<file path="config.mk">
export PLATFORM = sky130hd
export DESIGN_NAME = integer_to_text_formatter_core
export DESIGN_NICKNAME = d
export VERILOG_FILES = /design/src/rtl/core/itf_pkg.sv /design/src/rtl/core/itf_dpath.sv /design/src/rtl/core/itf_ctrl.sv /design/src/rtl/core/integer_to_text_formatter_core.sv
export VERILOG_INCLUDE_DIRS = /design/src /design/src/rtl/core
export SDC_FILE = /design/constraint.sdc
export NUM_CORES = 1
export LEC_CHECK = 0
export ABC_AREA = 1
export BUFFER_PORTS_ARGS = -buffer_cell sky130_fd_sc_hd__buf_2
export CAP_MARGIN = 20
export CORE_MARGIN = 2
export CORE_UTILIZATION = 40
export CTS_CLUSTER_SIZE = 20
export DETAILED_ROUTE_END_ITERATION = 10
export PLACE_DENSITY = 0.62
export SETUP_SLACK_MARGIN = 0.4
export SYNTH_ARGS = -nofsm -noshare
export SYNTH_HDL_FRONTEND = slang
export SYNTH_HIERARCHICAL = 1
export SYNTH_SLANG_ARGS = --single-unit
</file>
<file path="constraint.sdc">
create_clock -name clk -period 5.63 [get_ports clk]
set_clock_uncertainty 0.1 [all_clocks]
set_input_delay 0 -clock clk [delete_from_list [all_inputs] [get_ports clk]]
set_output_delay 0 -clock clk [all_outputs]
set_load 0.02 [all_outputs]
</file>
<file path="src/rtl/core/integer_to_text_formatter_core_defines.svh">
// Assertion macros for the integer to text formatter.
// Both expect signals named clk and rst_n in the module that uses them.
`ifndef INTEGER_TO_TEXT_FORMATTER_CORE_DEFINES_SVH
`define INTEGER_TO_TEXT_FORMATTER_CORE_DEFINES_SVH

// Same-cycle implication.
`define ITF_ASSERT_NOW(lbl, ante, cons, msg) \
  lbl: assert property (@(posedge clk) disable iff (!rst_n) (ante) |-> (cons)) \
    else $error(msg);

// Next-cycle implication.
`define ITF_ASSERT_NEXT(lbl, ante, cons, msg) \
  lbl: assert property (@(posedge clk) disable iff (!rst_n) (ante) |=> (cons)) \
    else $error(msg);

`endif

</file>
<file path="src/rtl/core/itf_pkg.sv">
// ----------------------------------------------------------------------------
// itf_pkg
// Types and constants shared by the integer to text formatter modules.
// ----------------------------------------------------------------------------
`default_nettype none

package itf_pkg;

  typedef struct packed {
    logic signed [31:0] value;
    logic [2:0]         op;
    logic [5:0]         digits_wanted;
  } itf_in_t;

  typedef struct packed {
    logic [7:0] character;
    logic       last;
    logic       empty_res;
  } itf_out_t;

  // format codes
  localparam logic [2:0] OP_DEC = 3'd0;
  localparam logic [2:0] OP_FIX = 3'd1;
  localparam logic [2:0] OP_HEX = 3'd2;
  localparam logic [2:0] OP_CHR = 3'd3;

  // conversion source
  localparam logic CONV_SRC_INT  = 1'b0;
  localparam logic CONV_SRC_FRAC = 1'b1;

  // counter load selection
  localparam logic [1:0] CNT_PAD  = 2'd0;
  localparam logic [1:0] CNT_DIG  = 2'd1;
  localparam logic [1:0] CNT_FRAC = 2'd2;
  localparam logic [1:0] CNT_HEX  = 2'd3;

  // character selection
  localparam logic [2:0] CH_SIGN  = 3'd0;
  localparam logic [2:0] CH_ZERO  = 3'd1;
  localparam logic [2:0] CH_DIGIT = 3'd2;
  localparam logic [2:0] CH_DOT   = 3'd3;
  localparam logic [2:0] CH_FRAC  = 3'd4;
  localparam logic [2:0] CH_HEX   = 3'd5;
  localparam logic [2:0] CH_BYTE  = 3'd6;
  localparam logic [2:0] CH_EMPTY = 3'd7;

  localparam logic [7:0] ASCII_ZERO  = 8'h30;
  localparam logic [7:0] ASCII_MINUS = 8'h2D;
  localparam logic [7:0] ASCII_DOT   = 8'h2E;
  localparam logic [7:0] ASCII_A     = 8'h41;

  localparam logic [16:0] FRAC_SCALE  = 17'd100000;
  localparam logic [5:0]  FRAC_DIGITS = 6'd5;
  localparam logic [5:0]  HEX_DIGITS  = 6'd8;
  localparam int          CONV_BITS   = 5;   // 32 shift-add-3 steps

  typedef struct packed {
    logic       load;
    logic       conv_start;
    logic       conv_src;
    logic       conv_step;
    logic       cnt_load;
    logic [1:0] cnt_sel;
    logic       cnt_dec;
    logic       frac_shift;
    logic       emit;
    logic [2:0] char_sel;
    logic       last;
  } itf_cmd_t;

  typedef struct packed {
    logic       conv_last;
    logic       cnt_one;
    logic       neg;
    logic       pad_nz;
    logic [2:0] op;
    logic       out_free;
  } itf_sts_t;

  function automatic logic [7:0] hex_char(input logic [3:0] nib);
    logic [7:0] ch;
    if (nib < 4'd10) ch = ASCII_ZERO + {4'd0, nib};
    else ch = ASCII_A + {4'd0, nib} - 8'd10;
    return ch;
  endfunction

endpackage

`default_nettype wire

</file>
<file path="src/rtl/core/itf_dpath.sv">
// ----------------------------------------------------------------------------
// itf_dpath
// Operand registers, shift-add-3 binary to BCD converter, character counter
// and the output register.
// ----------------------------------------------------------------------------
`default_nettype none
`include "integer_to_text_formatter_core_defines.svh"

module itf_dpath
  import itf_pkg::*;
#(
  parameter int MAX_PRECISION = 32
) (
  input  wire logic     clk,
  input  wire logic     rst_n,
  input  wire itf_in_t  in_data,
  input  wire logic     out_ready,
  output logic          out_valid,
  output itf_out_t      out_data,
  input  wire itf_cmd_t cmd,
  output itf_sts_t      sts
);

  localparam logic [5:0] MAX_PREC6 = 6'(MAX_PRECISION);

  logic [31:0]          val_r;
  logic [2:0]           op_r;
  logic [5:0]           prec_r;
  logic [16:0]          frac_r;
  logic [31:0]          bin_r;
  logic [9:0][3:0]      bcd_r;
  logic [CONV_BITS-1:0] conv_cnt_r;
  logic [5:0]           cnt_r;
  logic                 out_valid_r;
  itf_out_t             out_data_r;

  logic [32:0]     frac_prod;
  logic [31:0]     dec_mag;
  logic [16:0]     fix_mag;
  logic [31:0]     conv_load_val;
  logic [9:0][3:0] bcd_adj;
  logic [40:0]     dd_wide;
  logic [3:0]      ndig;
  logic [5:0]      prec_eff;
  logic [5:0]      pad_cnt;
  logic [5:0]      hex_n;
  logic [5:0]      frac_n;
  logic [5:0]      cnt_load_val;
  logic [3:0]      dig_idx;
  logic [2:0]      hex_idx;
  logic [7:0][3:0] val_nib;
  logic [7:0]      char_val;
  logic            out_free;

  assign frac_prod = 33'(in_data.value[15:0]) * 33'(FRAC_SCALE);

  assign dec_mag = val_r[31] ? (32'd0 - val_r) : val_r;
  // floor of a negative 16.16 value: print 0x10000 minus the upper half
  assign fix_mag = val_r[31] ? (17'h10000 - {1'b0, val_r[31:16]}) : {1'b0, val_r[31:16]};

  always_comb begin
    if (cmd.conv_src == CONV_SRC_FRAC) conv_load_val = {15'd0, frac_r};
    else if (op_r == OP_DEC) conv_load_val = dec_mag;
    else conv_load_val = {15'd0, fix_mag};
  end

  // one double-dabble step
  always_comb begin
    for (int i = 0; i < 10; i++) begin
      bcd_adj[i] = (bcd_r[i] >= 4'd5) ? (bcd_r[i] + 4'd3) : bcd_r[i];
    end
  end
  assign dd_wide = {bcd_adj, bin_r[31]};

  always_comb begin
    ndig = 4'd1;
    for (int i = 1; i < 10; i++) begin
      if (bcd_r[i] != 4'd0) ndig = 4'(i + 1);
    end
  end

  assign prec_eff = (prec_r > MAX_PREC6) ? MAX_PREC6 : prec_r;
  assign pad_cnt  = (prec_eff > {2'd0, ndig}) ? (prec_eff - {2'd0, ndig}) : 6'd0;
  assign hex_n    = (prec_r == 6'd0 || prec_r > HEX_DIGITS) ? HEX_DIGITS : prec_r;
  assign frac_n   = (prec_r == 6'd0 || prec_r > FRAC_DIGITS) ? FRAC_DIGITS : prec_r;

  always_comb begin
    unique case (cmd.cnt_sel)
      CNT_PAD:  cnt_load_val = pad_cnt;
      CNT_DIG:  cnt_load_val = {2'd0, ndig};
      CNT_FRAC: cnt_load_val = frac_n;
      CNT_HEX:  cnt_load_val = hex_n;
      default:  cnt_load_val = 6'd0;
    endcase
  end

  assign dig_idx = 4'(cnt_r - 6'd1);
  assign hex_idx = 3'(cnt_r - 6'd1);
  assign val_nib = val_r;

  always_comb begin
    unique case (cmd.char_sel)
      CH_SIGN:  char_val = ASCII_MINUS;
      CH_ZERO:  char_val = ASCII_ZERO;
      CH_DIGIT: char_val = ASCII_ZERO | {4'd0, bcd_r[dig_idx]};
      CH_DOT:   char_val = ASCII_DOT;
      CH_FRAC:  char_val = ASCII_ZERO | {4'd0, bcd_r[4]};
      CH_HEX:   char_val = hex_char(val_nib[hex_idx]);
      CH_BYTE:  char_val = val_r[7:0];
      CH_EMPTY: char_val = 8'd0;
      default:  char_val = 8'd0;
    endcase
  end

  assign out_free = !out_valid_r || out_ready;

  always_ff @(posedge clk) begin
    if (cmd.load) begin
      val_r  <= in_data.value;
      op_r   <= in_data.op;
      prec_r <= in_data.digits_wanted;
      frac_r <= frac_prod[32:16];
    end

    if (cmd.conv_start) begin
      bin_r      <= conv_load_val;
      bcd_r      <= '0;
      conv_cnt_r <= '0;
    end else if (cmd.conv_step) begin
      bin_r      <= {bin_r[30:0], 1'b0};
      bcd_r      <= dd_wide[39:0];
      conv_cnt_r <= conv_cnt_r + 1'b1;
    end else if (cmd.frac_shift) begin
      bcd_r <= {bcd_r[8:0], 4'd0};
    end

    if (cmd.cnt_load) cnt_r <= cnt_load_val;
    else if (cmd.cnt_dec) cnt_r <= cnt_r - 6'd1;

    if (cmd.emit) begin
      out_data_r.character <= char_val;
      out_data_r.last      <= cmd.last;
      out_data_r.empty_res <= (cmd.char_sel == CH_EMPTY);
    end
  end

  always_ff @(posedge clk) begin
    if (!rst_n) begin
      out_valid_r <= 1'b0;
    end else if (cmd.emit) begin
      out_valid_r <= 1'b1;
    end else if (out_ready) begin
      out_valid_r <= 1'b0;
    end
  end

  assign out_valid = out_valid_r;
  assign out_data  = out_data_r;

  assign sts.conv_last = (conv_cnt_r == {CONV_BITS{1'b1}});
  assign sts.cnt_one   = (cnt_r == 6'd1);
  assign sts.neg       = val_r[31];
  assign sts.pad_nz    = (pad_cnt != 6'd0);
  assign sts.op        = op_r;
  assign sts.out_free  = out_free;

  `ITF_ASSERT_NOW(a_empty_is_last, out_valid_r && out_data_r.empty_res, out_data_r.last,
    "empty marker not flagged as last")

endmodule

`default_nettype wire

</file>
<file path="src/rtl/core/itf_ctrl.sv">
// ----------------------------------------------------------------------------
// itf_ctrl
// Sequencer: dispatches on the format, runs the BCD conversions and steps
// through sign, padding, digits, dot and fraction characters, hex digits or a single byte.
// ----------------------------------------------------------------------------
`default_nettype none
`include "integer_to_text_formatter_core_defines.svh"

module itf_ctrl
  import itf_pkg::*;
(
  input  wire logic     clk,
  input  wire logic     rst_n,
  input  wire logic     in_valid,
  output logic          in_ready,
  output itf_cmd_t      cmd,
  input  wire itf_sts_t sts
);

  localparam logic [3:0] S_IDLE  = 4'd0;
  localparam logic [3:0] S_DISP  = 4'd1;
  localparam logic [3:0] S_CONV  = 4'd2;
  localparam logic [3:0] S_NUM   = 4'd3;
  localparam logic [3:0] S_SIGN  = 4'd4;
  localparam logic [3:0] S_PAD   = 4'd5;
  localparam logic [3:0] S_DIG   = 4'd6;
  localparam logic [3:0] S_DOT   = 4'd7;
  localparam logic [3:0] S_CONV2 = 4'd8;
  localparam logic [3:0] S_FRAC  = 4'd9;
  localparam logic [3:0] S_HEX   = 4'd10;
  localparam logic [3:0] S_ONE   = 4'd11;

  logic [3:0] state_r;
  logic [3:0] state_nxt;
  logic [3:0] num_state;
  logic [1:0] num_cnt_sel;
  logic       is_dec;

  assign is_dec = (sts.op == OP_DEC);

  // where the integer digits start once any sign is out
  always_comb begin
    if (is_dec && sts.pad_nz) begin
      num_state   = S_PAD;
      num_cnt_sel = CNT_PAD;
    end else begin
      num_state   = S_DIG;
      num_cnt_sel = CNT_DIG;
    end
  end

  always_comb begin
    cmd       = '0;
    state_nxt = state_r;
    unique case (state_r)
      S_IDLE: begin
        if (in_valid) begin
          cmd.load  = 1'b1;
          state_nxt = S_DISP;
        end
      end
      S_DISP: begin
        unique case (sts.op) inside
          OP_DEC, OP_FIX: begin
            cmd.conv_start = 1'b1;
            cmd.conv_src   = CONV_SRC_INT;
            state_nxt      = S_CONV;
          end
          OP_HEX: begin
            cmd.cnt_load = 1'b1;
            cmd.cnt_sel  = CNT_HEX;
            state_nxt    = S_HEX;
          end
          default: state_nxt = S_ONE;
        endcase
      end
      S_CONV: begin
        cmd.conv_step = 1'b1;
        if (sts.conv_last) state_nxt = S_NUM;
      end
      S_NUM: begin
        if (sts.neg) begin
          state_nxt = S_SIGN;
        end else begin
          cmd.cnt_load = 1'b1;
          cmd.cnt_sel  = num_cnt_sel;
          state_nxt    = num_state;
        end
      end
      S_SIGN: begin
        if (sts.out_free) begin
          cmd.emit     = 1'b1;
          cmd.char_sel = CH_SIGN;
          cmd.cnt_load = 1'b1;
          cmd.cnt_sel  = num_cnt_sel;
          state_nxt    = num_state;
        end
      end
      S_PAD: begin
        if (sts.out_free) begin
          cmd.emit     = 1'b1;
          cmd.char_sel = CH_ZERO;
          cmd.cnt_dec  = 1'b1;
          if (sts.cnt_one) begin
            cmd.cnt_load = 1'b1;
            cmd.cnt_sel  = CNT_DIG;
            state_nxt    = S_DIG;
          end
        end
      end
      S_DIG: begin
        if (sts.out_free) begin
          cmd.emit     = 1'b1;
          cmd.char_sel = CH_DIGIT;
          cmd.last     = is_dec && sts.cnt_one;
          cmd.cnt_dec  = 1'b1;
          if (sts.cnt_one) state_nxt = is_dec ? S_IDLE : S_DOT;
        end
      end
      S_DOT: begin
        if (sts.out_free) begin
          cmd.emit       = 1'b1;
          cmd.char_sel   = CH_DOT;
          cmd.conv_start = 1'b1;
          cmd.conv_src   = CONV_SRC_FRAC;
          state_nxt      = S_CONV2;
        end
      end
      S_CONV2: begin
        cmd.conv_step = 1'b1;
        if (sts.conv_last) begin
          cmd.cnt_load = 1'b1;
          cmd.cnt_sel  = CNT_FRAC;
          state_nxt    = S_FRAC;
        end
      end
      S_FRAC: begin
        if (sts.out_free) begin
          cmd.emit       = 1'b1;
          cmd.char_sel   = CH_FRAC;
          cmd.last       = sts.cnt_one;
          cmd.cnt_dec    = 1'b1;
          cmd.frac_shift = 1'b1;
          if (sts.cnt_one) state_nxt = S_IDLE;
        end
      end
      S_HEX: begin
        if (sts.out_free) begin
          cmd.emit     = 1'b1;
          cmd.char_sel = CH_HEX;
          cmd.last     = sts.cnt_one;
          cmd.cnt_dec  = 1'b1;
          if (sts.cnt_one) state_nxt = S_IDLE;
        end
      end
      S_ONE: begin
        if (sts.out_free) begin
          cmd.emit     = 1'b1;
          cmd.char_sel = (sts.op == OP_CHR) ? CH_BYTE : CH_EMPTY;
          cmd.last     = 1'b1;
          state_nxt    = S_IDLE;
        end
      end
      default: state_nxt = S_IDLE;
    endcase
  end

  always_ff @(posedge clk) begin
    if (!rst_n) begin
      state_r <= S_IDLE;
    end else begin
      state_r <= state_nxt;
    end
  end

  assign in_ready = (state_r == S_IDLE);

  `ITF_ASSERT_NOW(a_emit_needs_slot, cmd.emit, sts.out_free,
    "character emitted into an occupied output register")
  `ITF_ASSERT_NEXT(a_last_ends_item, cmd.emit && cmd.last, state_r == S_IDLE,
    "sequencer not idle after final character")
  `ITF_ASSERT_NOW(a_step_not_emit, cmd.conv_step, !cmd.emit && !in_ready,
    "conversion step overlaps emission or idle")

endmodule

`default_nettype wire

</file>
<file path="src/rtl/core/integer_to_text_formatter_core.sv">
// ----------------------------------------------------------------------------
// integer_to_text_formatter_core
// Formats a signed 32-bit value as ASCII text, one character per transaction.
// ----------------------------------------------------------------------------
// One item is taken at a time; in_ready is high only while the sequencer is
// idle. Decimal and the integer part of fixed 16.16 go through a 32-step
// shift-add-3 converter, and the fraction of fixed is converted by a second
// pass; hex, character and unknown formats skip the converter. The last
// character sits in the output register while the next item is already
// accepted. Precision saturates at MAX_PRECISION (8 to 62) for decimal
// padding.
`default_nettype none

module integer_to_text_formatter_core
  import itf_pkg::*;
#(
  parameter int MAX_PRECISION = 32
) (
  input  wire logic    clk,
  input  wire logic    rst_n,
  input  wire logic    in_valid,
  output logic         in_ready,
  input  wire itf_in_t in_data,
  output logic         out_valid,
  input  wire logic    out_ready,
  output itf_out_t     out_data
);

  itf_cmd_t cmd;
  itf_sts_t sts;

  itf_ctrl u_ctrl (
    .clk      (clk),
    .rst_n    (rst_n),
    .in_valid (in_valid),
    .in_ready (in_ready),
    .cmd      (cmd),
    .sts      (sts)
  );

  itf_dpath #(
    .MAX_PRECISION (MAX_PRECISION)
  ) u_dpath (
    .clk       (clk),
    .rst_n     (rst_n),
    .in_data   (in_data),
    .out_ready (out_ready),
    .out_valid (out_valid),
    .out_data  (out_data),
    .cmd       (cmd),
    .sts       (sts)
  );

endmodule

`default_nettype wire
</file>
==> reports/results.txt, run 1 <==
The overall routing resource usage came out at 0.226. After detailed placement, the total cell area comes to 0.0144 mm2. For the proportion of power drawn by combinational gates, the log shows 0.584.

The ratio of cells with drive above 1 in the final layout was 0.0744. Internal power comes to 0.00416 W. STA puts the critical path data required time at 5.73 ns.

By area the synthesized netlist is led by sky130_fd_sc_hd__edfxtp_1, sky130_fd_sc_hd__ha_1, sky130_fd_sc_hd__nand2_1. For this design the static power due to leakage is 7.18 nW. The run gives 2,296 as the instance count after placement with tap cells included. The CTS H-tree depth is 4. In the layout the commonest cells are sky130_fd_sc_hd__nand2_1, sky130_fd_sc_hd__inv_1, sky130_fd_sc_hd__nor2_1, sky130_fd_sc_hd__o21ai_0. The logs give 0.00416 W for the net switching power and 0.46 ns for the clock network latency to the later pin of the worst-skew pair. At the worst endpoint, the arrival time is 4.61 ns.

The cell area that synthesis handed to floorplanning was 0.0137 mm2. Detailed routing inserted a total of 12,600 vias. The number of clock sinks is 156, and the setup slack after placement is 1.31 ns. The proportion of netlist area held by the largest area contributor is 0.233, and the proportion of power drawn by flip-flops and latches is 0.280. Setup repair after global routing left no endpoint under its margin.

The tools report the number of diodes added for antenna fixing as 0. Once layout is complete, the cells apart from fillers number 2,371. The initial antenna violation count came out at 0. The worst path in the final design needs a cycle of 4.51 ns, including I/O delays and setup. The pin count of the biggest net entering global routing was 75; the fraction of met2 tracks used by global routing was 0.395. The horizontal die dimension was 189 um; the remaining max-slew budget at the tightest pin was 0.449.

Synthesis instantiated 52 different standard cells from the library. The area growth from synthesis to layout is 12.5%. Clock-pin slew was measured on the worst setup and hold paths at 0.07 ns.

The tools report the hold buffer count at cts as 43. After floorplanning, the core was divided into 67 placement rows. For the sequential share of the synthesized area, the log shows 0.306. For the post-layout worst setup margin, the log shows 1.12 ns. The maximum VDD drop is 0.000292 V, and the wire length of the first global-routing pass is 63.5 mm.

The global-route track usage on met3 came out at 0.0257. Type of the tightest min-delay check: in -> reg. The logs give 0 for the overflow left after global routing and 0.936 for the weighted congestion reported at the end of routability-driven placement.

The first detailed-routing pass ran for 6 iterations. Critical setup path kind: in -> reg. The Yosys step of the flow raised 6 warnings. 57 I/O pins were placed. The share of flip-flops with an asynchronous set or reset after synthesis works out to 0. TritonCTS built the clock tree. The slew at the pin closest to its max-slew limit was 0.826 ns. The logs give 0.286 for the met1 track utilization from global routing and 17 for the total clock buffers created by CTS.

STA classifies the critical path startpoint as a primary input. Final antenna-violating net count: 0. After detailed routing, the average wire length per cell comes to 16.7 um. After synthesis the netlist holds a flip-flop and latch count of 156.

For this run, design rule violations remaining after detail routing come to 0. The synthesized design contains 106 enable-type register cells. The floorplan step set the die height to 189 um. The final HPWL from detailed placement was 30.5 mm; the largest fanout of any net on the critical path was 6. For the initial cell density of the core, the log shows 0.406.

Adding up every negative setup slack in the final design gives 0 ns. The count of final setup violators is 0, and the share of the core filled with cells is 0.457. The final hold violation count came out at 0. The logs give 0 for the number of pins with negative max-slew slack in the final report and 0 for the number of instances resized during post-cts repair. Post-route fraction of the period consumed by the critical path: 0.801.

Mean area per synthesized cell: 7.48 um2. The leading cell type in the layout, fill and taps excluded was sky130_fd_sc_hd__nand2_1. Static timing analysis puts the maximum clock frequency at 0.222 GHz.

The number of global-route vias before repair was 12,200; the number of nets in the synthesized netlist was 2,046. CTS placed an instance of sky130_fd_sc_hd__clkbuf_16 at the clock tree root. Across the run, the number of max-cap violations was 0. The floorplan step defined a die boundary enclosing 0.0356 mm2.

The cell area after layout was 0.0154 mm2; the via-per-instance ratio was 5.30. Net total in the final layout: 2,129. During placement, the flow inserted port buffers numbering 56. The tools report the sort of element at the end of the critical path as a register.

The switching power as a share of total power is 0.500, and the count of fill cells added during filler insertion is 3,321. Most congested layer reported by global routing: met2. The run finished with clean final reports.

Synthesis produced a netlist whose cell count is 1,827. Core region area: 0.0336 mm2. The clock passes through at most 2 buffers.

For this block, the routed nets add up to 39.6 mm of wire. In this run the post-CTS setup repair buffer count came out at 0. sky130_fd_sc_hd__edfxtp_1 takes more of the synthesized area than any other cell. The first routing iteration left 1,168 violations.

The tools report the power share of the clock group as 0.136. For this run, the leading register cell type out of synthesis is sky130_fd_sc_hd__edfxtp_1. Dividing total power by cell area gives a power density of 541 mW/mm2.
-- metrics by stage --
step                      total power, W  hold WS, ns
after floorplan                  0.00583     -0.00113
after detailed placement         0.00713       0.0781
after global routing             0.00909        0.147
final                            0.00831        0.148
after global placement           0.00707       0.0762
after CTS                        0.00832        0.126
-- layer usage --
metal	part of all wire	up-vias
met3	0.036	78
met1	0.45	5847
met2	0.49	352
li1	-	6291
met4	0.030	0
met5	0	-
-- worst max-delay path: stages --
cell and delay [ns]:
sky130_fd_sc_hd__dlygate4sd3_1 0.53, sky130_fd_sc_hd__buf_2 0.17, sky130_fd_sc_hd__ha_1 0.35, sky130_fd_sc_hd__xor2_1 0.34, sky130_fd_sc_hd__xor2_1 0.19, sky130_fd_sc_hd__inv_1 0.06
sky130_fd_sc_hd__ha_1 0.17, sky130_fd_sc_hd__a31o_2 0.24, sky130_fd_sc_hd__fa_1 0.50, sky130_fd_sc_hd__inv_1 0.05, sky130_fd_sc_hd__fa_1 0.53, sky130_fd_sc_hd__inv_1 0.04
sky130_fd_sc_hd__ha_1 0.36, sky130_fd_sc_hd__a21oi_1 0.32, sky130_fd_sc_hd__nand2_1 0.10, sky130_fd_sc_hd__nor2_1 0.24, sky130_fd_sc_hd__o21ai_0 0.14, sky130_fd_sc_hd__nor2_1 0.13
sky130_fd_sc_hd__nand2_1 0.06, sky130_fd_sc_hd__nand2_1 0.06, sky130_fd_sc_hd__nand2_1 0.04
-- cell families (layout without fill, tap and decap cells) --
| family | count (synthesis) | count (layout) | synth area share |
|---|---|---|---|
| XOR/XNOR | 43 | 43 | 0.0295 |
| adder cells (fa/ha/maj) | 174 | 174 | 0.179 |
| flip-flops | 156 | 156 | 0.306 |
| AO/OA/AOI/OAI | 376 | 376 | 0.156 |
| buffers and inverters | 333 | 429 | 0.0952 |
| AND/OR/NAND/NOR | 745 | 745 | 0.233 |
-- power groups by stage --
| stage | Clock [W] | Sequential, W | Combinational, W |
|---|---|---|---|
| after CTS | 0.00115 | 0.00233 | 0.00484 |
| after floorplan | 0 | 0.00223 | 0.00360 |
| after global placement | 0 | 0.00233 | 0.00474 |
| after detailed placement | 0 | 0.00235 | 0.00478 |
| after global routing | 0.00119 | 0.00239 | 0.00551 |
| final | 0.00113 | 0.00233 | 0.00485 |
-- final cells by class --
type	count	area (um2)	share of cell area
repair buffers	111	801	0.0521
multi-input cells	1338	8180	0.533
well taps	448	561	0.0365
clock inverters	13	109	0.00709
inverters	286	1080	0.0702
flip-flops and latches	156	4180	0.272
clock buffers	19	443	0.0288
-- cell usage after synthesis (8+ instances only) --
| master | n |
|---|---|
| sky130_fd_sc_hd__a21oi_1 | 124 |
| sky130_fd_sc_hd__o21ai_1 | 9 |
| sky130_fd_sc_hd__nand2_1 | 372 |
| sky130_fd_sc_hd__o211ai_1 | 19 |
| sky130_fd_sc_hd__a221oi_1 | 12 |
| sky130_fd_sc_hd__dfxtp_1 | 50 |
| sky130_fd_sc_hd__edfxtp_1 | 106 |
| sky130_fd_sc_hd__o21ai_0 | 144 |
| sky130_fd_sc_hd__nor2_1 | 159 |
| sky130_fd_sc_hd__nand4_1 | 15 |
| sky130_fd_sc_hd__buf_2 | 9 |
| sky130_fd_sc_hd__nand3_1 | 138 |
| sky130_fd_sc_hd__nor2_2 | 8 |
| sky130_fd_sc_hd__xnor2_1 | 10 |
| sky130_fd_sc_hd__o21bai_1 | 8 |
| sky130_fd_sc_hd__fa_1 | 36 |
| sky130_fd_sc_hd__ha_1 | 138 |
| sky130_fd_sc_hd__nor3_1 | 27 |
| sky130_fd_sc_hd__clkbuf_1 | 30 |
| sky130_fd_sc_hd__a31oi_1 | 19 |
| sky130_fd_sc_hd__xor2_1 | 31 |
| sky130_fd_sc_hd__inv_1 | 276 |
-- state kept, by name (all words and copies together) (netlist names) --
register,cells
u_ctrl/state_r,4
u_dpath/bcd_r,40
u_dpath/bin_r,32
u_dpath/cnt_r,6
u_dpath/conv_cnt_r,5
u_dpath/frac_r,17
u_dpath/op_r,3
u_dpath/out_data,10
u_dpath/out_valid,1
u_dpath/prec_r,6
u_dpath/val_nib,32
-- final timing paths --
check / from / end / slack (ns) / cells after the start
worst min-delay path: in_valid / u_ctrl/state_r[0]$_SDFFE_PN0P_ / 0.15 / 7
worst max register to register: u_dpath/bcd_r[8]$_SDFFE_PP0P_ / u_dpath/cnt_r[0]$_DFFE_PP_ / 1.33 / 30
worst max-delay path: in_data[13] / u_dpath/frac_r[14]$_DFFE_PP_ / 1.12 / 21
worst min register to register: u_dpath/conv_cnt_r[2]$_SDFFE_PP0P_ / u_dpath/conv_cnt_r[2]$_SDFFE_PP0P_ / 0.41 / 1
(Power assumes the default switching activity.)
==> run 2: changes to the inputs <==
--- a/config.mk
+++ b/config.mk
@@ -6,7 +6,7 @@
 export SDC_FILE = /design/constraint.sdc
 export NUM_CORES = 1
 export LEC_CHECK = 0
-export ABC_AREA = 1
+export ABC_AREA = 0
 export BUFFER_PORTS_ARGS = -buffer_cell sky130_fd_sc_hd__buf_2
 export CAP_MARGIN = 20
 export CORE_MARGIN = 2
==> constraint.sdc (replaced) <==
create_clock -name clk -period 4.35 [get_ports clk]
set_clock_uncertainty 0.1 [all_clocks]
set_input_delay 0 -clock clk [delete_from_list [all_inputs] [get_ports clk]]
set_output_delay 0 -clock clk [all_outputs]
set_load 0.02 [all_outputs]
==> reports/results.txt, run 2 <==
The number of nets in the synthesized netlist is 1,636 (was 2,046), and the initial cell density of the core is 0.408 (was 0.406). The cell with the largest stage delay on the worst path is sky130_fd_sc_hd__or3b_4 (was sky130_fd_sc_hd__dlygate4sd3_1). The clock network latency to the later pin of the worst-skew pair was 0.45 ns (was 0.46 ns); the proportion of netlist area held by the largest area contributor was 0.239 (was 0.233). The tools report the setup slack after placement as -0.131 ns (was 1.31 ns). Cell area after layout: 0.0160 mm2 (was 0.0154 mm2). The dominant synthesized flop cell was sky130_fd_sc_hd__edfxtp_1 (unchanged). The horizontal die dimension was 186 um (was 189 um); the post-CTS clock slew at the launch and capture registers of the worst setup and hold paths was 0.07 ns (about the same). The number of flops mapped to enable cells by yosys came out at 106 (unchanged). The critical path launch point type was a register (was a primary input). The tools report the routed length on met3 as 1.21 mm (was 1.45 mm). Critical setup path kind: reg -> reg (was in -> reg).

The layout overhead on the synthesized area was 20.5% (was 12.5%); the number of clock sinks was 156 (unchanged). The detailed router's first-iteration violation count was 823 (was 1,168); the total area of multi-input combinational cells was 0.00853 mm2 (was 0.00818 mm2). The cell area after placement is 0.0147 mm2 (was 0.0144 mm2). The die area was 0.0347 mm2 (was 0.0356 mm2); the net total in the final layout was 1,797 (was 2,129).

The total met2 wirelength after detailed routing was 17.0 mm (was 19.3 mm); the count of standard-cell rows was 66 (was 67). The worst endpoint required time was 4.44 ns (was 5.73 ns); the remaining routing DRC violations was 0 (unchanged). The number of pins with negative max-slew slack in the final report was 0 (unchanged); the ratio of cells with drive above 1 in the final layout was 0.201 (was 0.0744). TritonCTS built the clock tree. Number of buffers added on ports: 56 (unchanged). For the number of diodes added for antenna fixing, the log shows 0 (unchanged).

The count of final setup violators is 0 (unchanged). The run gives 4 (unchanged) as the CTS H-tree depth. Share of flip-flops with an asynchronous set or reset after synthesis: 0 (unchanged). The final HPWL from detailed placement came out at 25.4 mm (was 30.5 mm). The slew at the pin closest to its max-slew limit is 0.971 ns (was 0.826 ns), and the mean area per synthesized cell is 9.39 um2 (was 7.48 um2).

The run gives 0.0475 ns (was 0.148 ns) as the final-layout worst hold slack. Weighted congestion reported at the end of routability-driven placement: 0.903 (was 0.936). Top library cells by usage in the layout, fill and taps aside: sky130_fd_sc_hd__inv_1, sky130_fd_sc_hd__ha_1, sky130_fd_sc_hd__buf_4, sky130_fd_sc_hd__nor2_1, sky130_fd_sc_hd__edfxtp_1 (was sky130_fd_sc_hd__nand2_1, sky130_fd_sc_hd__inv_1, sky130_fd_sc_hd__nor2_1, sky130_fd_sc_hd__o21ai_0). The cell count after synthesis came out at 1,417 (was 1,827). Type of the tightest min-delay check: in -> reg (unchanged). Highest routed metal layer: met4 (unchanged). The tools report the final wirelength as 34.3 mm (was 39.6 mm). The minimum clock period came out at 4.30 ns. The post-layout worst setup margin came out at 0.0481 ns (was 1.12 ns). The logs give 0.198 (was 0.226) for the overall routing resource usage and 1,942 (was 2,296) for the instance count after placement with tap cells included. For the filler-free cell count of the finished design, the log shows 2,033 (was 2,371). The flip-flop count of the largest register, all copies and words added is 40 (unchanged). Setup repair after global routing could not meet its margin everywhere. Area contributors post-synth: sky130_fd_sc_hd__edfxtp_1, sky130_fd_sc_hd__ha_1, sky130_fd_sc_hd__dfxtp_1 (was sky130_fd_sc_hd__edfxtp_1, sky130_fd_sc_hd__ha_1, sky130_fd_sc_hd__nand2_1). Top-level I/O count: 57 (unchanged).

For the clock tree buffer depth, the log shows 2 (unchanged). Sort of element at the end of the critical path: a register (unchanged). The tools report the total clock buffers created by CTS as 17 (unchanged).

For the count of fill cells added during filler insertion, the log shows 3,051 (was 3,321). The leading cell type in the layout, fill and taps excluded was sky130_fd_sc_hd__inv_1 (was sky130_fd_sc_hd__nand2_1). Wire length per cell: 16.9 um (was 16.7 um). The max-capacitance violation count came out at 0 (unchanged).

The tools report the number of warnings printed during yosys synthesis as 6 (unchanged). For the overflow left after global routing, the log shows 0 (unchanged). The routed metal-1 wire length was 15.2 mm (was 17.7 mm); the maximum VDD drop was 0.000334 V (was 0.000292 V). The number of global-route vias before repair was 11,000 (was 12,200); the total negative setup slack was 0 ns (unchanged).

The pin count of the biggest net entering global routing came out at 87 (was 75). For the final hold violation count, the log shows 0 (unchanged). The wire length of the first global-routing pass was 56.1 mm (was 63.5 mm).

The power density over the cells was 705 mW/mm2 (was 541 mW/mm2). The core region area came out at 0.0326 mm2 (was 0.0336 mm2). The register containing the most flip-flops in the final layout is u_dpath/bcd_r (unchanged). The initial antenna violation count was 0 (unchanged). For the number of distinct library cell variants in the gate-level netlist after synthesis, the log shows 90 (was 52). The post-route fraction of the period consumed by the critical path is 0.989.

The cell taking the most area after synthesis is sky130_fd_sc_hd__edfxtp_1 (unchanged). Root buffer selected by CTS: sky130_fd_sc_hd__clkbuf_16 (unchanged). The tools report the total area of sequential cells as 0.00419 mm2 (was 0.00418 mm2). The sequential share of the synthesized area is 0.314 (was 0.306).

The most numerous cell in the Yosys netlist is sky130_fd_sc_hd__ha_1 (was sky130_fd_sc_hd__nand2_1). The remaining max-slew budget at the tightest pin is 0.350 (was 0.449), and the largest fanout of any net on the critical path is 5 (was 6). The mapped cell area was 0.0133 mm2 (was 0.0137 mm2); the static power due to leakage was 6.76 nW (was 7.18 nW). The run finished with clean final reports. The total of flip-flops plus latches after synthesis was 156 (unchanged).

The logs give 5 (was 6) for the count of TritonRoute iterations in the first routing pass and 4.39 ns (was 4.61 ns) for the worst endpoint data arrival time. Most instantiated cells after synthesis: sky130_fd_sc_hd__ha_1, sky130_fd_sc_hd__inv_1, sky130_fd_sc_hd__nor2_1 (was sky130_fd_sc_hd__nand2_1, sky130_fd_sc_hd__inv_1, sky130_fd_sc_hd__nor2_1). The stage delay of the slowest cell on the critical path works out to 0.39 ns (was 0.53 ns). The via-per-instance ratio came out at 5.44 (was 5.30).

The run gives 0 (unchanged) as the final antenna-violating net count. Based on the critical path, the design can be clocked at up to 0.232 GHz. Crit-path cells: inv_2 > ha_4 > or3b_4 > nand2b_4 > a21boi_2 > o21ai_2 > nand2_1 > a21oi_2 > ha_2 > inv_2 > fa_2 > a21o_1 > a21oi_4 > nor3b_1 > a21oi_1 > nand3_1 > nor4b_4 > o31ai_2 > buf_4 > a31oi_1 > a31oi_1 > o31ai_1 > a21oi_1 > o22ai_1 (was dlygate4sd3_1 > buf_2 > ha_1 > xor2_1 > xor2_1 > inv_1 > ha_1 > a31o_2 > fa_1 > inv_1 > fa_1 > inv_1 > ha_1 > a21oi_1 > nand2_1 > nor2_1 > o21ai_0 > nor2_1 > nand2_1 > nand2_1 > nand2_1).

The total via count in the routed design was 11,100 (was 12,600). The height of the chip came out at 186 um (was 189 um).
run 2: cell types whose count changed after synthesis, moves of 29 or more:
cell and change:
sky130_fd_sc_hd__nand2_1 -298, sky130_fd_sc_hd__inv_1 -139, sky130_fd_sc_hd__nand3_1 -123, sky130_fd_sc_hd__o21ai_0 -89, sky130_fd_sc_hd__a211oi_1 +50, sky130_fd_sc_hd__nor2_1 -41, sky130_fd_sc_hd__a21oi_1 -36, sky130_fd_sc_hd__xnor2_1 +36
sky130_fd_sc_hd__nor2b_1 +29
run 2: area by class of cell:
cell class / instances / area share
Clock inverter: 15 / 0.0122
Timing Repair Buffer: 221 / 0.101
Multi-Input combinational cell: 1043 / 0.532
Sequential cell: 156 / 0.261
Clock buffer: 17 / 0.0265
Inverter: 139 / 0.0325
Tap cell: 442 / 0.0345
run 2: per-layer routing:
layer	vias to the layer above	global-route usage
li1	5424	-
met1	5311	0.251
met3	66	0.0297
met4	0	0.0695
met2	249	0.345
met5	-	0
run 2: critical path, delay by kind of cell, from the launching register on:
kind	cells	cell delay [ns]
simple gates	6	0.95
compound gates	12	1.74
fa+ha+maj	3	0.65
flops	1	0.32
buf+inv	3	0.28
run 2: repair_timing:
action / in CTS / in global routing
hold buffers: 42 / 0
resized for setup: 9 / 14
setup buffers: 13 / 4
setup endpoints to repair: 6 / 15
endpoints found under the hold margin: 46 / 0
pin swaps: 18 / 11
run 2: where the power goes:
group / internal (W) / leakage (nW) / switching, W / total [W]
Combinational: 0.00311 / 5.04 / 0.00366 / 0.00677
Sequential: 0.00248 / 1.41 / 0.000459 / 0.00293
Clock: 0.000959 / 0.300 / 0.000636 / 0.00160
run 2: kinds of logic after synthesis:
group / after synthesis / synth area share
and+or+nand+nor: 386 / 0.151
AOI/OAI and AO/OA: 352 / 0.177
adders and majority gates: 175 / 0.185
xor gates and xnor gates: 89 / 0.0586
buffers and inverters: 218 / 0.0658
DFF: 156 / 0.314
muxes: 41 / 0.0485
run 2: final timing paths:
check | start | end | slack [ns] | depth (start not counted)
setup / recovery | u_dpath/bcd_r[5]$_SDFFE_PP0P_ | u_dpath/cnt_r[0]$_DFFE_PP_ | 0.05 | 24
hold / removal | out_ready | u_dpath/out_valid$_SDFFE_PN0P_ | 0.05 | 3
setup reg to reg | u_dpath/bcd_r[5]$_SDFFE_PP0P_ | u_dpath/cnt_r[0]$_DFFE_PP_ | 0.05 | 24
hold reg to reg | u_dpath/bin_r[31]$_DFFE_PP_ | u_dpath/bcd_r[0]$_SDFFE_PP0P_ | 0.39 | 2
run 2: stage by stage:
stage,total power (W),util
floorplan,0.00759,-
global placement,0.00931,0.452
detailed placement,0.00941,0.452
CTS,0.0111,0.488
global route,0.0123,0.492
finish,0.0113,0.492
==> run 3: changes to the inputs <==
--- a/config.mk
+++ b/config.mk
@@ -10,10 +10,10 @@
 export BUFFER_PORTS_ARGS = -buffer_cell sky130_fd_sc_hd__buf_2
 export CAP_MARGIN = 20
 export CORE_MARGIN = 2
-export CORE_UTILIZATION = 40
+export CORE_UTILIZATION = 52
 export CTS_CLUSTER_SIZE = 20
 export DETAILED_ROUTE_END_ITERATION = 10
-export PLACE_DENSITY = 0.62
+export PLACE_DENSITY = 0.75
 export SETUP_SLACK_MARGIN = 0.4
 export SYNTH_ARGS = -nofsm -noshare
 export SYNTH_HDL_FRONTEND = slang
==> reports/results.txt, run 3 (synthesis gave the netlist of run 2 again) <==
Power density over the cells: 711 mW/mm2 (was 705 mW/mm2). The post-CTS clock slew at the launch and capture registers of the worst setup and hold paths was 0.07 ns (about the same); the stage delay of the slowest cell on the critical path was 0.40 ns (was 0.39 ns). Leading cell type in the layout, fill and taps excluded: sky130_fd_sc_hd__inv_1 (unchanged).

The setup slack after placement was -0.179 ns (was -0.131 ns); the count of TritonRoute iterations in the first routing pass was 5 (unchanged). The largest fanout of any net on the critical path came out at 7 (was 5). The flow ran to the end, but the final reports show violations. The share of the core filled with cells was 0.638 (was 0.492). The final hold violation count was 0 (unchanged). TritonCTS built the clock tree. The worst endpoint required time is 4.42 ns (was 4.44 ns).

Met1 track utilization from global routing: 0.316 (was 0.251). The static power due to leakage is 6.82 nW (was 6.76 nW). The run gives 0 (unchanged) as the remaining routing DRC violations.

The cell with the largest stage delay on the worst path is sky130_fd_sc_hd__or3b_4 (unchanged). Top library cells by usage in the layout, fill and taps aside: sky130_fd_sc_hd__inv_1, sky130_fd_sc_hd__ha_1, sky130_fd_sc_hd__buf_4, sky130_fd_sc_hd__nor2_1, sky130_fd_sc_hd__edfxtp_1 (unchanged). The net switching power was 0.00496 W (was 0.00476 W); the fraction of met2 tracks used by global routing was 0.458 (was 0.345). The CTS H-tree depth was 4 (unchanged).

Sort of element at the end of the critical path: a register (unchanged). The wire length per cell was 17.9 um (was 16.9 um); the minimum clock period was 4.44 ns (was 4.30 ns). The tools report the maximum VDD drop as 0.000370 V (was 0.000334 V). Crit-path cells: inv_2 > ha_4 > or3b_4 > nand2b_4 > a21boi_2 > o21ai_2 > nand2_1 > a21oi_2 > ha_2 > inv_2 > fa_2 > a21o_1 > a21oi_4 > nor4_2 > mux2i_1 > nand3_1 > nor4b_4 > o31ai_1 > buf_4 > a31oi_1 > a31oi_1 > o31ai_1 > a21oi_1 > o22ai_1 (was inv_2 > ha_4 > or3b_4 > nand2b_4 > a21boi_2 > o21ai_2 > nand2_1 > a21oi_2 > ha_2 > inv_2 > fa_2 > a21o_1 > a21oi_4 > nor3b_1 > a21oi_1 > nand3_1 > nor4b_4 > o31ai_2 > buf_4 > a31oi_1 > a31oi_1 > o31ai_1 > a21oi_1 > o22ai_1). The run gives 0.225 GHz (was 0.232 GHz) as the highest attainable clock frequency. The post-route fraction of the period consumed by the critical path is 1.02 (was 0.989).

The type of the tightest min-delay check is in -> reg (unchanged). Slew at the pin closest to its max-slew limit: 0.991 ns (was 0.971 ns). The tools report the final wirelength as 34.5 mm (was 34.3 mm). The wire length of the first global-routing pass was 55.2 mm (was 56.1 mm); the weighted congestion reported at the end of routability-driven placement was 0.945 (was 0.903). The initial antenna violation count is 0 (unchanged), and the layout overhead on the synthesized area is 20.8% (was 20.5%). The switching power as a share of total power is 0.434 (was 0.421), and the count of standard-cell rows is 58 (was 66). The ratio of cells with drive above 1 in the final layout came out at 0.217 (was 0.201). The height of the chip came out at 164 um (was 186 um).

Overall routing resource usage: 0.259 (was 0.198). The total via count in the routed design is 11,300 (was 11,100), and the horizontal die dimension is 164 um (was 186 um). The logs give 3 (was 0) for the count of final setup violators and 0 (unchanged) for the number of diodes added for antenna fixing. The final reports fail on negative setup slack.

Critical setup path kind: reg -> reg (unchanged). For the post-layout worst setup margin, the log shows -0.0860 ns (was 0.0481 ns). The logs give 0.614 (was 0.599) for the proportion of power drawn by combinational gates and 2 (unchanged) for the clock tree buffer depth. Final HPWL from detailed placement: 24.6 mm (was 25.4 mm).

The run gives 156 (unchanged) as the number of clock sinks. Number of pins with negative max-slew slack in the final report: 0 (unchanged). The via-per-instance ratio is 5.88 (was 5.44), and the overflow left after global routing is 0 (unchanged). The run gives 0.256 (was 0.260) as the proportion of power drawn by flip-flops and latches.

Number of global-route vias before repair: 11,000 (about the same). The register containing the most flip-flops in the final layout was u_dpath/bcd_r (unchanged). The top-level I/O count is 57 (unchanged). Cell class contributing the biggest share of worst-path delay: compound AO/OA/AOI/OAI gates (unchanged). The most congested layer reported by global routing was met2 (unchanged). The detailed router's first-iteration violation count was 866 (was 823); the clock network latency to the later pin of the worst-skew pair was 0.44 ns (was 0.45 ns).

The max-capacitance violation count was 0 (unchanged); the combined buffer and inverter count along the critical path was 3 (unchanged). The initial cell density of the core is 0.528 (was 0.408). Setup repair after global routing could not meet its margin everywhere. For the pin count of the biggest net entering global routing, the log shows 88 (was 87). The logs give 0.0376 (was 0.0297) for the global-route track usage on met3 and 1,805 (was 1,797) for the net total in the final layout. The power share of the clock group is 0.130 (was 0.141), and the cell-internal power is 0.00646 W (was 0.00654 W).

The tools report the root buffer selected by CTS as sky130_fd_sc_hd__clkbuf_16 (unchanged). The tools report the critical path launch point type as a register (unchanged). The run gives 0.0252 mm2 (was 0.0326 mm2) as the core region area. The flip-flop count of the largest register, all copies and words added was 40 (unchanged); the remaining max-slew budget at the tightest pin was 0.337 (was 0.350). The number of buffers added on ports is 56 (unchanged).

The logs give 0.0269 mm2 (was 0.0347 mm2) for the die area and 4.51 ns (was 4.39 ns) for the worst endpoint data arrival time. The total clock buffers created by CTS is 17 (unchanged), and the final antenna-violating net count is 0 (unchanged).
run 3: changes by cell type in the layout (fill, tap and decap cells not counted), sizes merged:
cell          change
inv               +7
buf               +7
clkinvlp          -1
clkinv            -2
bufinv            -4
dlymetal6s4s      +1
run 3: area by class of cell:
class	count	area (um2)
multi-input cells	1043	8620
inverters	139	522
clock inverters	15	165
fillers	1972	9110
well taps	330	413
repair buffers	229	1740
clock buffers	17	425
flip-flops and latches	156	4190
run 3: routing by layer:
layer | vias up | wire [um]
li1 | 5443 | -
met1 | 5466 | 14400
met2 | 334 | 17300
met3 | 91 | 1540
met4 | 0 | 1250
met5 | - | 0
run 3: timing repair:
action | CTS | global route
buffers inserted | 23 | 5
hold endpoints to repair | 46 | 0
hold buffers | 43 | 0
pin swaps | 25 | 13
resized for setup | 29 | 27
endpoints found under the setup margin | 6 | 18
run 3: power by group through the flow:
stage	logic, W	clock network, W	registers (W)
final	0.00701	0.00148	0.00293
after global placement	0.00632	0	0.00290
after detailed placement	0.00648	0	0.00292
after CTS	0.00669	0.00151	0.00291
after global routing	0.00775	0.00157	0.00299
after floorplan	0.00475	0	0.00284
run 3: worst paths after layout:
path                                           start                                 end  slack, ns  cells past startpoint
setup reg to reg       u_dpath/bcd_r[4]$_SDFFE_PP0P_          u_dpath/cnt_r[0]$_DFFE_PP_      -0.09                     24
hold / removal                           in_data[14]        u_dpath/val_nib[5]$_DFFE_PP_       0.06                      3
hold reg to reg   u_dpath/conv_cnt_r[4]$_SDFFE_PP0P_  u_dpath/conv_cnt_r[4]$_SDFFE_PP0P_       0.40                      2
setup / recovery       u_dpath/bcd_r[4]$_SDFFE_PP0P_          u_dpath/cnt_r[0]$_DFFE_PP_      -0.09                     24
run 3: metrics by stage:
step / hold slack (ns) / std cells / power (W) / TNS [ns] / area, um2
6_report: 0.0581 / 1929 / 0.0114 / -0.148 / 16100
5_1_grt: 0.0700 / 1929 / 0.0123 / -1.05 / 16100
4_1_cts: 0.0513 / 1924 / 0.0111 / 0 / 15900
3_5_place_dp: 0.0783 / 1826 / 0.00940 / -0.469 / 14600
3_3_place_gp: 0.0776 / 1826 / 0.00922 / 0 / 14600
2_1_floorplan: -0.00113 / 1417 / 0.00759 / 0 / 13400
run 3: tightest hold or removal path, delay by kind of cell:
family | cells | cell delay, ns
buffers and inverters | 3 | 0.49
